**config.mk**
```make
export PLATFORM = sky130hd
export DESIGN_NAME = midpoint_ellipse_rasterizer_core_flat
export DESIGN_NICKNAME = d
export VERILOG_FILES = /design/src/sv/mer_pkg.sv /design/src/sv/mer_ifs.sv /design/src/sv/midpoint_ellipse_rasterizer_core.sv /design/src/flat_wrapper.sv
export SDC_FILE = /design/constraint.sdc
export NUM_CORES = 2
export LEC_CHECK = 0
export ABC_AREA = 1
export BUFFER_PORTS_ARGS = -buffer_cell sky130_fd_sc_hd__buf_2
export CAP_MARGIN = 30
export CORE_MARGIN = 2
export CORE_UTILIZATION = 60
export CTS_CLUSTER_SIZE = 10
export DETAILED_ROUTE_END_ITERATION = 12
export PLACE_DENSITY_LB_ADDON = 0.25
export SYNTH_ARGS = -nofsm -noshare
export SYNTH_HDL_FRONTEND = slang
export SYNTH_SLANG_ARGS = --single-unit
```
**constraint.sdc**
```tcl
create_clock -name clk -period 7.6 [get_ports clk]
set_input_delay 1.14 -clock clk [delete_from_list [all_inputs] [get_ports clk]]
set_output_delay 1.14 -clock clk [all_outputs]
set_load 0.005 [all_outputs]
```
**src/sv/mer_pkg.sv**
```systemverilog
`timescale 1ns / 1ps

package mer_pkg;

  localparam int COORD_BITS_DEF  = 12;
  localparam int RADIUS_BITS_DEF = 11;

  // Width of the midpoint decision variable (two's complement, wraps).
  localparam int DEC_BITS = 48;

endpackage

```
**src/sv/mer_ifs.sv**
```systemverilog
`timescale 1ns / 1ps

interface mer_cmd_if #(
  parameter int COORD_BITS  = mer_pkg::COORD_BITS_DEF,
  parameter int RADIUS_BITS = mer_pkg::RADIUS_BITS_DEF
);
  logic                   valid;
  logic                   ready;
  logic                   action;
  logic [COORD_BITS-1:0]  centre_x;
  logic [COORD_BITS-1:0]  centre_y;
  logic [RADIUS_BITS-1:0] radius_x;
  logic [RADIUS_BITS-1:0] radius_y;

  modport source (
    output valid, action, centre_x, centre_y, radius_x, radius_y,
    input  ready
  );
  modport sink (
    input  valid, action, centre_x, centre_y, radius_x, radius_y,
    output ready
  );
endinterface

interface mer_pix_if #(
  parameter int COORD_BITS = mer_pkg::COORD_BITS_DEF
);
  logic                         valid;
  logic                         ready;
  logic signed [COORD_BITS+1:0] pixel_x;
  logic signed [COORD_BITS+1:0] pixel_y;
  logic                         point_last;
  logic                         ellipse_done;

  modport source (
    output valid, pixel_x, pixel_y, point_last, ellipse_done,
    input  ready
  );
  modport sink (
    input  valid, pixel_x, pixel_y, point_last, ellipse_done,
    output ready
  );
endinterface

```
**src/sv/midpoint_ellipse_rasterizer_core.sv**
```systemverilog
`timescale 1ns / 1ps

// Midpoint ellipse rasterizer.
// cmd channel (valid/ready): action 0 loads centre and semi-axes (no pixels),
// action 1 produces the four mirrored pixels of the current first-quadrant point
// on the pix channel, in the order (+x,-y) (-x,+y) (+x,+y) (-x,-y), then steps on.
// point_last marks the fourth pixel of a point, ellipse_done the fourth pixel of
// the point at y = 0. Steps after the ellipse is finished produce nothing.
// All multiplications go through one registered multiplier under a small sequencer,
// so cmd is taken only when the sequencer is back in its ready state. Pixel
// emission produces one pixel per cycle while the receiver takes them. pix has
// an output register, so a new cmd can be taken while the last pixel waits; a
// stalled receiver stretches the emission.
// Synchronous reset returns to the ready state with no ellipse loaded and pix idle.
module midpoint_ellipse_rasterizer_core #(
  parameter int COORD_BITS  = mer_pkg::COORD_BITS_DEF,
  parameter int RADIUS_BITS = mer_pkg::RADIUS_BITS_DEF
) (
  input  logic      clk,
  input  logic      rst,
  mer_cmd_if.sink   cmd,
  mer_pix_if.source pix
);
  import mer_pkg::*;

  localparam int PIX_BITS  = COORD_BITS + 2;
  localparam int SQ_BITS   = 2 * RADIUS_BITS;
  // multiplier operand widths: A carries squares of coordinates, B the squared radii or tx
  localparam int SA = (2 * COORD_BITS + 2 > SQ_BITS) ? 2 * COORD_BITS + 2 : SQ_BITS;
  localparam int SB = (SQ_BITS > COORD_BITS + 1) ? SQ_BITS : COORD_BITS + 1;
  localparam int PROD_BITS = SA + SB;
  localparam int Q_BITS    = PROD_BITS + 2;

  localparam logic       ACT_START = 1'b0;
  localparam logic [1:0] LAST_PIX  = 2'd3;

  typedef enum logic [1:0] {
    PH_IDLE = 2'd0,
    PH_R1   = 2'd1,
    PH_R2   = 2'd2
  } phase_t;

  typedef enum logic [4:0] {
    S_READY, S_SQX, S_SQY, S_RXRY, S_INITD,
    S_CMP_A, S_CMP_B, S_CMP_C,
    S_E2_TX, S_E2_A, S_E2_YM, S_E2_B, S_E2_RR, S_E2_FIN,
    S_EMIT, S_UPD_A, S_UPD_B, S_UPD_C, S_UPD_D
  } state_t;

  state_t                    state;
  phase_t                    phase;
  logic [COORD_BITS-1:0]     centre_x;
  logic [COORD_BITS-1:0]     centre_y;
  logic [RADIUS_BITS-1:0]    rad_x;
  logic [RADIUS_BITS-1:0]    rad_y;
  logic [SQ_BITS-1:0]        rx_sq;
  logic [SQ_BITS-1:0]        ry_sq;
  logic [COORD_BITS-1:0]     point_x;
  logic [COORD_BITS-1:0]     point_y;
  logic [DEC_BITS-1:0]       decision;
  logic [PROD_BITS-1:0]      cmp_lhs;
  logic signed [Q_BITS-1:0]  acc;
  logic                      add_x;
  logic                      sub_y;
  logic [1:0]                pix_cnt;
  logic                      out_valid;
  logic signed [PIX_BITS-1:0] out_x;
  logic signed [PIX_BITS-1:0] out_y;
  logic                      out_last;
  logic                      out_done;

  // shared multiplier
  logic [SA-1:0]        mul_a;
  logic [SB-1:0]        mul_b;
  logic [PROD_BITS-1:0] prod;

  logic [COORD_BITS:0]   tx;
  logic [COORD_BITS-1:0] ym;
  logic                  dec_neg;
  logic                  emit_last;
  logic                  out_free;
  logic signed [Q_BITS-1:0] q_full;
  logic signed [Q_BITS-1:0] q_adj;
  logic signed [Q_BITS-1:0] q_div;
  logic [PIX_BITS-1:0]   px_plus, px_minus, py_plus, py_minus;
  logic [PIX_BITS-1:0]   px_sel, py_sel;

  assign tx        = {point_x, 1'b1};
  // |y - 1|; at y = 0 the square still comes out as 1
  assign ym        = (point_y == '0) ? COORD_BITS'(1) : point_y - COORD_BITS'(1);
  assign dec_neg   = decision[DEC_BITS-1];
  assign emit_last = (phase == PH_R2) && (point_y == '0);
  assign out_free  = !out_valid || pix.ready;

  always_comb begin
    mul_a = '0;
    mul_b = '0;
    unique case (state)
      S_SQX:   begin mul_a = SA'(rad_x);   mul_b = SB'(rad_x); end
      S_SQY:   begin mul_a = SA'(rad_y);   mul_b = SB'(rad_y); end
      S_RXRY:  begin mul_a = SA'(rad_y);   mul_b = SB'(rx_sq); end
      S_CMP_A: begin mul_a = SA'(point_x); mul_b = SB'(ry_sq); end
      S_CMP_B: begin mul_a = SA'(point_y); mul_b = SB'(rx_sq); end
      S_E2_TX: begin mul_a = SA'(tx);      mul_b = SB'(tx);    end
      S_E2_A:  begin mul_a = SA'(prod);    mul_b = SB'(ry_sq); end
      S_E2_YM: begin mul_a = SA'(ym);      mul_b = SB'(ym);    end
      S_E2_B:  begin mul_a = SA'(prod);    mul_b = SB'(rx_sq); end
      S_E2_RR: begin mul_a = SA'(ry_sq);   mul_b = SB'(rx_sq); end
      S_UPD_B: begin mul_a = SA'(point_x); mul_b = SB'(ry_sq); end
      S_UPD_C: begin mul_a = SA'(point_y); mul_b = SB'(rx_sq); end
      default: begin mul_a = '0;           mul_b = '0;         end
    endcase
  end

  always_ff @(posedge clk) begin
    prod <= PROD_BITS'(mul_a) * PROD_BITS'(mul_b);
  end

  // region 2 start value: quarter units, truncated toward zero
  always_comb begin
    q_full = acc - (Q_BITS'(prod) << 2);
    q_adj  = q_full + (q_full[Q_BITS-1] ? Q_BITS'(3) : Q_BITS'(0));
    q_div  = q_adj >>> 2;
  end

  always_comb begin
    px_plus  = PIX_BITS'(centre_x) + PIX_BITS'(point_x);
    px_minus = PIX_BITS'(centre_x) - PIX_BITS'(point_x);
    py_plus  = PIX_BITS'(centre_y) + PIX_BITS'(point_y);
    py_minus = PIX_BITS'(centre_y) - PIX_BITS'(point_y);
    px_sel   = pix_cnt[0] ? px_minus : px_plus;
    py_sel   = (pix_cnt == 2'd1 || pix_cnt == 2'd2) ? py_plus : py_minus;
  end

  assign cmd.ready        = (state == S_READY);
  assign pix.valid        = out_valid;
  assign pix.pixel_x      = out_x;
  assign pix.pixel_y      = out_y;
  assign pix.point_last   = out_last;
  assign pix.ellipse_done = out_done;

  always_ff @(posedge clk) begin
    if (rst) begin
      state     <= S_READY;
      phase     <= PH_IDLE;
      pix_cnt   <= '0;
      out_valid <= 1'b0;
    end else begin
      // in S_EMIT a free output register is always reloaded below
      if (pix.ready && state != S_EMIT) begin
        out_valid <= 1'b0;
      end
      unique case (state)
        S_READY: begin
          if (cmd.valid) begin
            if (cmd.action == ACT_START) begin
              centre_x <= cmd.centre_x;
              centre_y <= cmd.centre_y;
              rad_x    <= cmd.radius_x;
              rad_y    <= cmd.radius_y;
              state    <= S_SQX;
            end else begin
              priority case (phase)
                PH_R1:   state <= S_CMP_A;
                PH_R2:   state <= S_EMIT;
                default: state <= S_READY;
              endcase
            end
          end
        end
        S_SQX: state <= S_SQY;
        S_SQY: begin
          rx_sq <= SQ_BITS'(prod);
          state <= S_RXRY;
        end
        S_RXRY: begin
          ry_sq <= SQ_BITS'(prod);
          state <= S_INITD;
        end
        S_INITD: begin
          decision <= DEC_BITS'(ry_sq) - DEC_BITS'(prod) + DEC_BITS'(rx_sq >> 2);
          point_x  <= '0;
          point_y  <= COORD_BITS'(rad_y);
          phase    <= PH_R1;
          state    <= S_READY;
        end
        S_CMP_A: state <= S_CMP_B;
        S_CMP_B: begin
          cmp_lhs <= prod;
          state   <= S_CMP_C;
        end
        S_CMP_C: begin
          // x*ry^2 < y*rx^2 keeps us in region 1
          state <= (cmp_lhs < prod) ? S_EMIT : S_E2_TX;
        end
        S_E2_TX: state <= S_E2_A;
        S_E2_A:  state <= S_E2_YM;
        S_E2_YM: begin
          acc   <= Q_BITS'(prod);
          state <= S_E2_B;
        end
        S_E2_B: state <= S_E2_RR;
        S_E2_RR: begin
          acc   <= acc + (Q_BITS'(prod) << 2);
          state <= S_E2_FIN;
        end
        S_E2_FIN: begin
          decision <= DEC_BITS'(q_div);
          phase    <= PH_R2;
          state    <= S_EMIT;
        end
        S_EMIT: begin
          if (out_free) begin
            out_valid <= 1'b1;
            out_x     <= px_sel;
            out_y     <= py_sel;
            out_last  <= (pix_cnt == LAST_PIX);
            out_done  <= (pix_cnt == LAST_PIX) && emit_last;
            pix_cnt   <= pix_cnt + 2'd1;
            if (pix_cnt == LAST_PIX) begin
              if (emit_last) begin
                phase <= PH_IDLE;
                state <= S_READY;
              end else begin
                state <= S_UPD_A;
              end
            end
          end
        end
        S_UPD_A: begin
          // move the point and fold in the constant term; product terms follow
          if (phase == PH_R1) begin
            point_x  <= point_x + COORD_BITS'(1);
            add_x    <= 1'b1;
            sub_y    <= !dec_neg;
            if (!dec_neg) begin
              point_y <= point_y - COORD_BITS'(1);
            end
            decision <= decision + DEC_BITS'(ry_sq);
          end else begin
            point_y <= point_y - COORD_BITS'(1);
            sub_y   <= 1'b1;
            if (!dec_neg && decision != '0) begin
              add_x    <= 1'b0;
              decision <= decision + DEC_BITS'(rx_sq);
            end else begin
              point_x  <= point_x + COORD_BITS'(1);
              add_x    <= 1'b1;
              decision <= decision - DEC_BITS'(rx_sq);
            end
          end
          state <= S_UPD_B;
        end
        S_UPD_B: state <= S_UPD_C;
        S_UPD_C: begin
          if (add_x) begin
            decision <= decision + (DEC_BITS'(prod) << 1);
          end
          state <= S_UPD_D;
        end
        S_UPD_D: begin
          if (sub_y) begin
            decision <= decision - (DEC_BITS'(prod) << 1);
          end
          state <= S_READY;
        end
        default: state <= S_READY;
      endcase
    end
  end

`ifndef SYNTHESIS
  a_emit_keeps_decision: assert property (@(posedge clk) disable iff (rst)
    (state == S_EMIT) |=> $stable(decision))
    else $error("decision changed while pixels were being emitted");

  a_region2_entry: assert property (@(posedge clk) disable iff (rst)
    (state == S_E2_FIN) |=> (phase == PH_R2) && (state == S_EMIT))
    else $error("region 2 entry did not go on to emit the point");

  a_emit_starts_aligned: assert property (@(posedge clk) disable iff (rst)
    (state == S_EMIT) && ($past(state) != S_EMIT) |-> (pix_cnt == '0))
    else $error("pixel counter not at first pixel when a point starts");
`endif

endmodule
```
**src/flat_wrapper.sv**
```systemverilog
// flat-port wrapper written by rule: the top's interface ports become plain ports
module midpoint_ellipse_rasterizer_core_flat import mer_pkg::*;
#(
  parameter int COORD_BITS  = mer_pkg::COORD_BITS_DEF,
  parameter int RADIUS_BITS = mer_pkg::RADIUS_BITS_DEF
)
  (clk, rst, cmd_valid, cmd_action, cmd_centre_x, cmd_centre_y, cmd_radius_x, cmd_radius_y, cmd_ready, pix_valid, pix_pixel_x, pix_pixel_y, pix_point_last, pix_ellipse_done, pix_ready);
  mer_cmd_if #(.COORD_BITS(COORD_BITS), .RADIUS_BITS(RADIUS_BITS)) cmd_i ();
  mer_pix_if #(.COORD_BITS(COORD_BITS)) pix_i ();
  input  logic clk;
  input  logic rst;
  input wire logic [$bits(cmd_i.valid)-1:0] cmd_valid;
  input wire logic [$bits(cmd_i.action)-1:0] cmd_action;
  input wire logic [$bits(cmd_i.centre_x)-1:0] cmd_centre_x;
  input wire logic [$bits(cmd_i.centre_y)-1:0] cmd_centre_y;
  input wire logic [$bits(cmd_i.radius_x)-1:0] cmd_radius_x;
  input wire logic [$bits(cmd_i.radius_y)-1:0] cmd_radius_y;
  output wire logic [$bits(cmd_i.ready)-1:0] cmd_ready;
  output wire logic [$bits(pix_i.valid)-1:0] pix_valid;
  output wire logic [$bits(pix_i.pixel_x)-1:0] pix_pixel_x;
  output wire logic [$bits(pix_i.pixel_y)-1:0] pix_pixel_y;
  output wire logic [$bits(pix_i.point_last)-1:0] pix_point_last;
  output wire logic [$bits(pix_i.ellipse_done)-1:0] pix_ellipse_done;
  input wire logic [$bits(pix_i.ready)-1:0] pix_ready;
  assign cmd_i.valid = cmd_valid;
  assign cmd_i.action = cmd_action;
  assign cmd_i.centre_x = cmd_centre_x;
  assign cmd_i.centre_y = cmd_centre_y;
  assign cmd_i.radius_x = cmd_radius_x;
  assign cmd_i.radius_y = cmd_radius_y;
  assign cmd_ready = cmd_i.ready;
  assign pix_valid = pix_i.valid;
  assign pix_pixel_x = pix_i.pixel_x;
  assign pix_pixel_y = pix_i.pixel_y;
  assign pix_point_last = pix_i.point_last;
  assign pix_ellipse_done = pix_i.ellipse_done;
  assign pix_i.ready = pix_ready;
  midpoint_ellipse_rasterizer_core #(.COORD_BITS(COORD_BITS), .RADIUS_BITS(RADIUS_BITS)) u_core (.clk(clk), .rst(rst), .cmd(cmd_i), .pix(pix_i));
endmodule
```
-- Word-level counts from Yosys, hierarchy flattened
Index checks and enable logic that the tools add are counted.
- bits in read-only memories: 0
- flip-flop bits (word level): 350
- RAM bits: 0
- memories: 0
- latch bits: 0
- output and inout bits: 32
- logic and storage cells: 143
- add/sub/neg operators: 17
- multipliers: 1
- reductions and logical operators: 34
- divide/modulo/power cells: 0
- shifts and indexed selects: 0
- eq/ne operators: 32
- bitwise logic cells: 2
- order comparisons: 1
- mux-type cells: 34
- operators with widths (kind ; number):
    $pmux W48 S5 ; 1
    $pmux W26 S8 ; 1
    $mux W48 ; 4
    $pmux W22 S6 ; 1
    $add A50 B50 Y50 ; 2
    $pmux W50 S2 ; 1
    $add A48 B22 Y48 ; 2
    $pmux W5 S17 ; 1
    $mux W12 ; 5
    $sub A50 B50 Y50 ; 1
    $add A48 B20 Y48 ; 1
    $add A48 B48 Y48 ; 1
    $lt A48 B48 Y1 ; 1
    $mul A26 B22 Y48 ; 1
    $pmux W12 S2 ; 2
    $reduce_bool A48 Y1 ; 1
    $sub A22 B48 Y48 ; 1
    $sub A48 B22 Y48 ; 1
    $sub A48 B48 Y48 ; 1
    $eq A5 B4 Y1 const B ; 8
    $mux W14 ; 2
    $add A12 B12 Y13 ; 2
    $sub A12 B12 Y13 ; 2
    $eq A5 B3 Y1 const B ; 4
    35 further kinds ; 74

-- Depth between registers and ports, before layout
- depth in word-level cells: 6
- gate-level depth with buffers: 43
- depth with buffers taken out: 42

-- Worst setup path before layout
OpenSTA, ideal clock, no wires.
- path type: reg2reg
- start point: register u_core.point_y[1]
- end point: register u_core.prod[46]
- data arrival time: 7.399 ns
- path buffers: 1
- cell stages (with the launch flop): 40
- slack: 0.083 ns
- clock period less this slack: 7.517 ns
- path through: edfxtp_1 inv_1 ha_1 nand3_1 nor3_2 nand2_2 clkinv_2 nand4_2 nand2_4 inv_2 nand2_1 o21ai_1 nor4_1 inv_1 buf_2 nand2_1 fa_1 fa_1 [4 not listed] fa_1 inv_1 fa_1 inv_1 ha_1 nand2_1 inv_1 a21oi_1 nor2_1 nor3_1 nand2_1 a21oi_1 o21ai_0 nand3_1 nand2_1 nand2_1 nand3_1 xor2_1
- word-level cells in the longest chain between the ends: 4
- RTL lines (element ; RTL line ; text):
    start, declared ; midpoint_ellipse_rasterizer_core.sv:59 ; logic [COORD_BITS-1:0] point_y;
    start signal, assigned ; midpoint_ellipse_rasterizer_core.sv:183 ; point_y <= COORD_BITS'(rad_y);
    start signal, assigned ; midpoint_ellipse_rasterizer_core.sv:237 ; point_y <= point_y - COORD_BITS'(1);
    start signal, assigned ; midpoint_ellipse_rasterizer_core.sv:241 ; point_y <= point_y - COORD_BITS'(1);
    $sub A12 B1 Y12 or $logic_not A12 Y1 (tied branches) ; midpoint_ellipse_rasterizer_core.sv:90 ; assign ym = (point_y == '0) ? COORD_BITS'(1) : point_y - COORD_BITS'(1);
    $mux W12 ; midpoint_ellipse_rasterizer_core.sv:90 ;
    $pmux W26 S8 or $pmux W22 S6 (tied branches) ; midpoint_ellipse_rasterizer_core.sv:98 ; unique case (state)
    $mul A26 B22 Y48 * ; midpoint_ellipse_rasterizer_core.sv:116 ; prod <= PROD_BITS'(mul_a) * PROD_BITS'(mul_b);
    end signal, assigned ; midpoint_ellipse_rasterizer_core.sv:116 ;
    end, declared ; midpoint_ellipse_rasterizer_core.sv:75 ; logic [PROD_BITS-1:0] prod;
Every way passes the cells marked *; elsewhere a longest branch is shown, timed or not.
A chain may end at the register's enable or synchronous reset.

-- Worst setup path in the final report
Ends and elaborated chain as after synthesis.

==> out/results.ini <==
[status]
run_status = complete, but fails checks
failed_checks = negative setup slack

[sta]
rsz0062_at_grt = yes
worst_pin_slew_ps = 1030
slew_violations = 0
postLayoutSetupSlackWorst_ps = -574
post-route-period-util_pct = 108
max_slew_margin_pct = 30.7
clock_skew_ps = 87.9
final_count_of_hold_timing_violations = 0
fmax_mhz = 122
setup-violations-final = 29
setup_tns_ps = -9850
final_period_minus_worst_setup_slack_ps = 8170

[synthesis]
avgSynthCellArea_sq_um = 7.13
synthesis.instances = 7722
async_reset_ff_share_pct = 0
synth-edff-count = 292
synth.yosys.seq_area_share_pct = 18.0
synth_nets = 8757
post_synth_main_area_contributors = fa_1, edfxtp_1, nand2_1
fraction_of_post_synthesis_cell_area_in_the_top_cell_type_by_area_pct = 18.4
register_bit_total_from_synthesis = 350
synth_ff_type = edfxtp_1
synth.lib_cells_used.distinct = 73
netlist.top_cell.by_area = fa_1
syn-cell-area_sq_mm = 0.0551
synthesis.yosys.warnings = 0

[routing]
drt_drc_violations_left = 0
met2WireLength_mm = 98.1
antenna_violating_nets_post_route = 0
routed_via_density = 6.16
top_layer_used = met5
dr.first_iter.drc_count = 7609
vias = 58466
route.met3.wl_mm = 32.1
wl_per_cell_microns = 24.1
postRouteWirelength_mm = 229
m1WireLength_mm = 83.1
drt-pass1-iter-count = 12

[finish]
final_cell_area_sq_mm = 0.0649
layout-area-overhead-vs-synth_pct = 17.8
final_layout_size_suffix_gt1_share_pct = 15.6
multi_input_area_sq_mm = 0.0403
nets = 9300
layout_commonest_cell = nand2_1
layout.cells.most_common_list = nand2_1, inv_1, nor2_1
n_fill_cell = 7378
register_area_sq_mm = 0.00993

[floorplan]
initial_utilization_pct = 60.3
row_count = 111
core_region_area_sq_mm = 0.0914
die_area_sq_mm = 0.0942
die_width_microns = 307
top_level_ports = 83
dieHeight_microns = 307

[clock_network]
numClockSinks = 350
cts_root_buf = clkbuf_16
post_cts_hold_buffer_count = 0
cts_htree_levels = 2
max-clock-path-buffers = 3
tritoncts_clock_tree = done
cts_buffers = 45
cts.clk_slew.worst_paths_ps = 60
clk-insertion-delay-late_ps = 670

[pwr]
power.leakage_nw = 31.7
pwr_density_cell_mw_per_mm2 = 108
irDropWorstVdd_mv = 0.194

[grt]
first_global_vias = 56148
grt_pass1_wl_mm = 329
grt_start_max_net_pins = 68
number_of_antenna_violations_at_the_first_check_in_global_routing = 11
gr-usage-all-layers_pct = 46.5
globalRoute.totalOverflow = 0

[hold_path]
worst_hold_path_type = reg2reg

[placement]
gp_routability_congestion = 1.10
dpl_cell_area_sq_mm = 0.0605
detailedPlacementHpwl_mm = 183
io_buffer_count = 82

[setup_path]
worstPathRequired_ps = 8070
timing.critical_path.from_type = flip-flop
timing.critical_path.slowest_cell_delay_ps = 670
path_max_fanout = 5
crit_path_top_delay_cell = fa_2
end_kind = flip-flop
critPathArrivalTime_ps = 8650
path_common_cell = fa_1
start_to_end_type_of_the_worst_setup_path = reg2reg

[flow_run]
drv_cap = 0

power by group:
| part | internal, mW | leakage (nW) | switching, mW |
|---|---|---|---|
| registers | 2.10 | 3.18 | 0.0164 |
| logic | 0.915 | 27.8 | 1.87 |
| clock network | 1.14 | 0.657 | 0.946 |
final cells by class:
type,instances,share of cell area (%)
multi-input combinational,5602,62.1
sequential,350,15.3
inverter,1594,9.29
timing repair buffer,670,8.87
tap,1186,2.29
clock buffer,63,1.84
clock inverter,16,0.272
antenna,7,0.0270
timing repair inverter,2,0.0212
cells in the mapped netlist (7+ instances only):
cell type,number
clkinv_1,7
fa_1,505
ha_1,479
nand3b_1,13
a21oi_1,512
clkbuf_1,90
nand2_1,1612
a31oi_1,50
o2111ai_1,8
xnor2_1,30
nand3_1,360
nor3_1,89
edfxtp_1,292
nand2_2,30
inv_2,28
buf_2,70
nor3_2,13
inv_1,1556
nor2_2,31
or2_2,42
o21ai_1,26
a21boi_0,16
dfxtp_1,58
a21o_1,25
o21ai_0,361
nand4_1,103
o22ai_1,54
xor2_1,152
nand3_2,15
buf_4,7
nor2_1,846
o221ai_1,9
o22ai_2,12
o21bai_1,24
nor2_4,12
o211ai_1,17
o31ai_1,19
nor4_1,36
o21a_1,23
flip-flops by register name, summed over array words and instances (netlist names), 11 cells and up:
| name | cells |
|---|---|
| u_core.rad_x | 11 |
| u_core.rx_sq | 22 |
| u_core.centre_x | 12 |
| u_core.point_x | 12 |
| u_core.centre_y | 12 |
| u_core.rad_y | 11 |
| u_core.cmp_lhs | 48 |
| u_core.prod | 48 |
| u_core.pix.pixel_y | 14 |
| u_core.decision | 48 |
| u_core.pix.pixel_x | 14 |
| u_core.acc | 50 |
| u_core.ry_sq | 22 |
| u_core.point_y | 12 |
routing by layer:
metal | vias to the layer above | global-route usage [%]
met5 | - | 0
met4 | 8 | 24.6
met3 | 1053 | 12.4
met2 | 4284 | 71.4
met1 | 27468 | 60.1
li1 | 25653 | -
stage by stage:
step                      total power, mW  setup slack (ps)  utilization [%]  instances  hold slack [ps]
after floorplan                      3.93              82.7                -       7722              435
after global routing                 7.29              -797             71.0       9484              511
after CTS                            6.82              -248             68.9       9439              478
after global placement               4.73              -238             66.2       9313              452
final                                6.99              -574             71.0       9490              503
after detailed placement             4.75              -483             66.2       9314              469
critical path, delay by kind of cell (launching register included):
family,cells,cell delay [ps]
compound gates,5,620
xor+xnor,1,150
simple gates,16,1770
buf+inv,9,1050
fa+ha+maj,9,3960
flops,1,430
timing repair:
item,4_1_cts,5_1_grt
endpoints found under the hold margin,0,0
pin swaps,60,128
cloned,4,6
endpoints found under the setup margin,28,35
setup buffers,50,50
resized for setup,177,361
logic make-up after synthesis:
kind of cell / share of synthesized area (%)
and+or+nand+nor: 25.2
buffers and inverters: 12.4
AOI/OAI and AO/OA: 12.2
adders and majority gates: 29.2
DFF: 18.0
xor gates and xnor gates: 2.95
muxes: 0.0727
path summary, 6_finish.rpt:
path / start / end / slack, ps / cells after the start
max: u_core.point_y[1] / u_core.prod[46] / -570 / 40
min: u_core.pix_cnt[1] / u_core.pix_cnt[1] / 500 / 2
max reg2reg: u_core.point_y[1] / u_core.prod[46] / -570 / 40
min reg2reg: u_core.pix_cnt[1] / u_core.pix_cnt[1] / 500 / 2
Power figures use the tool's default switching activity.
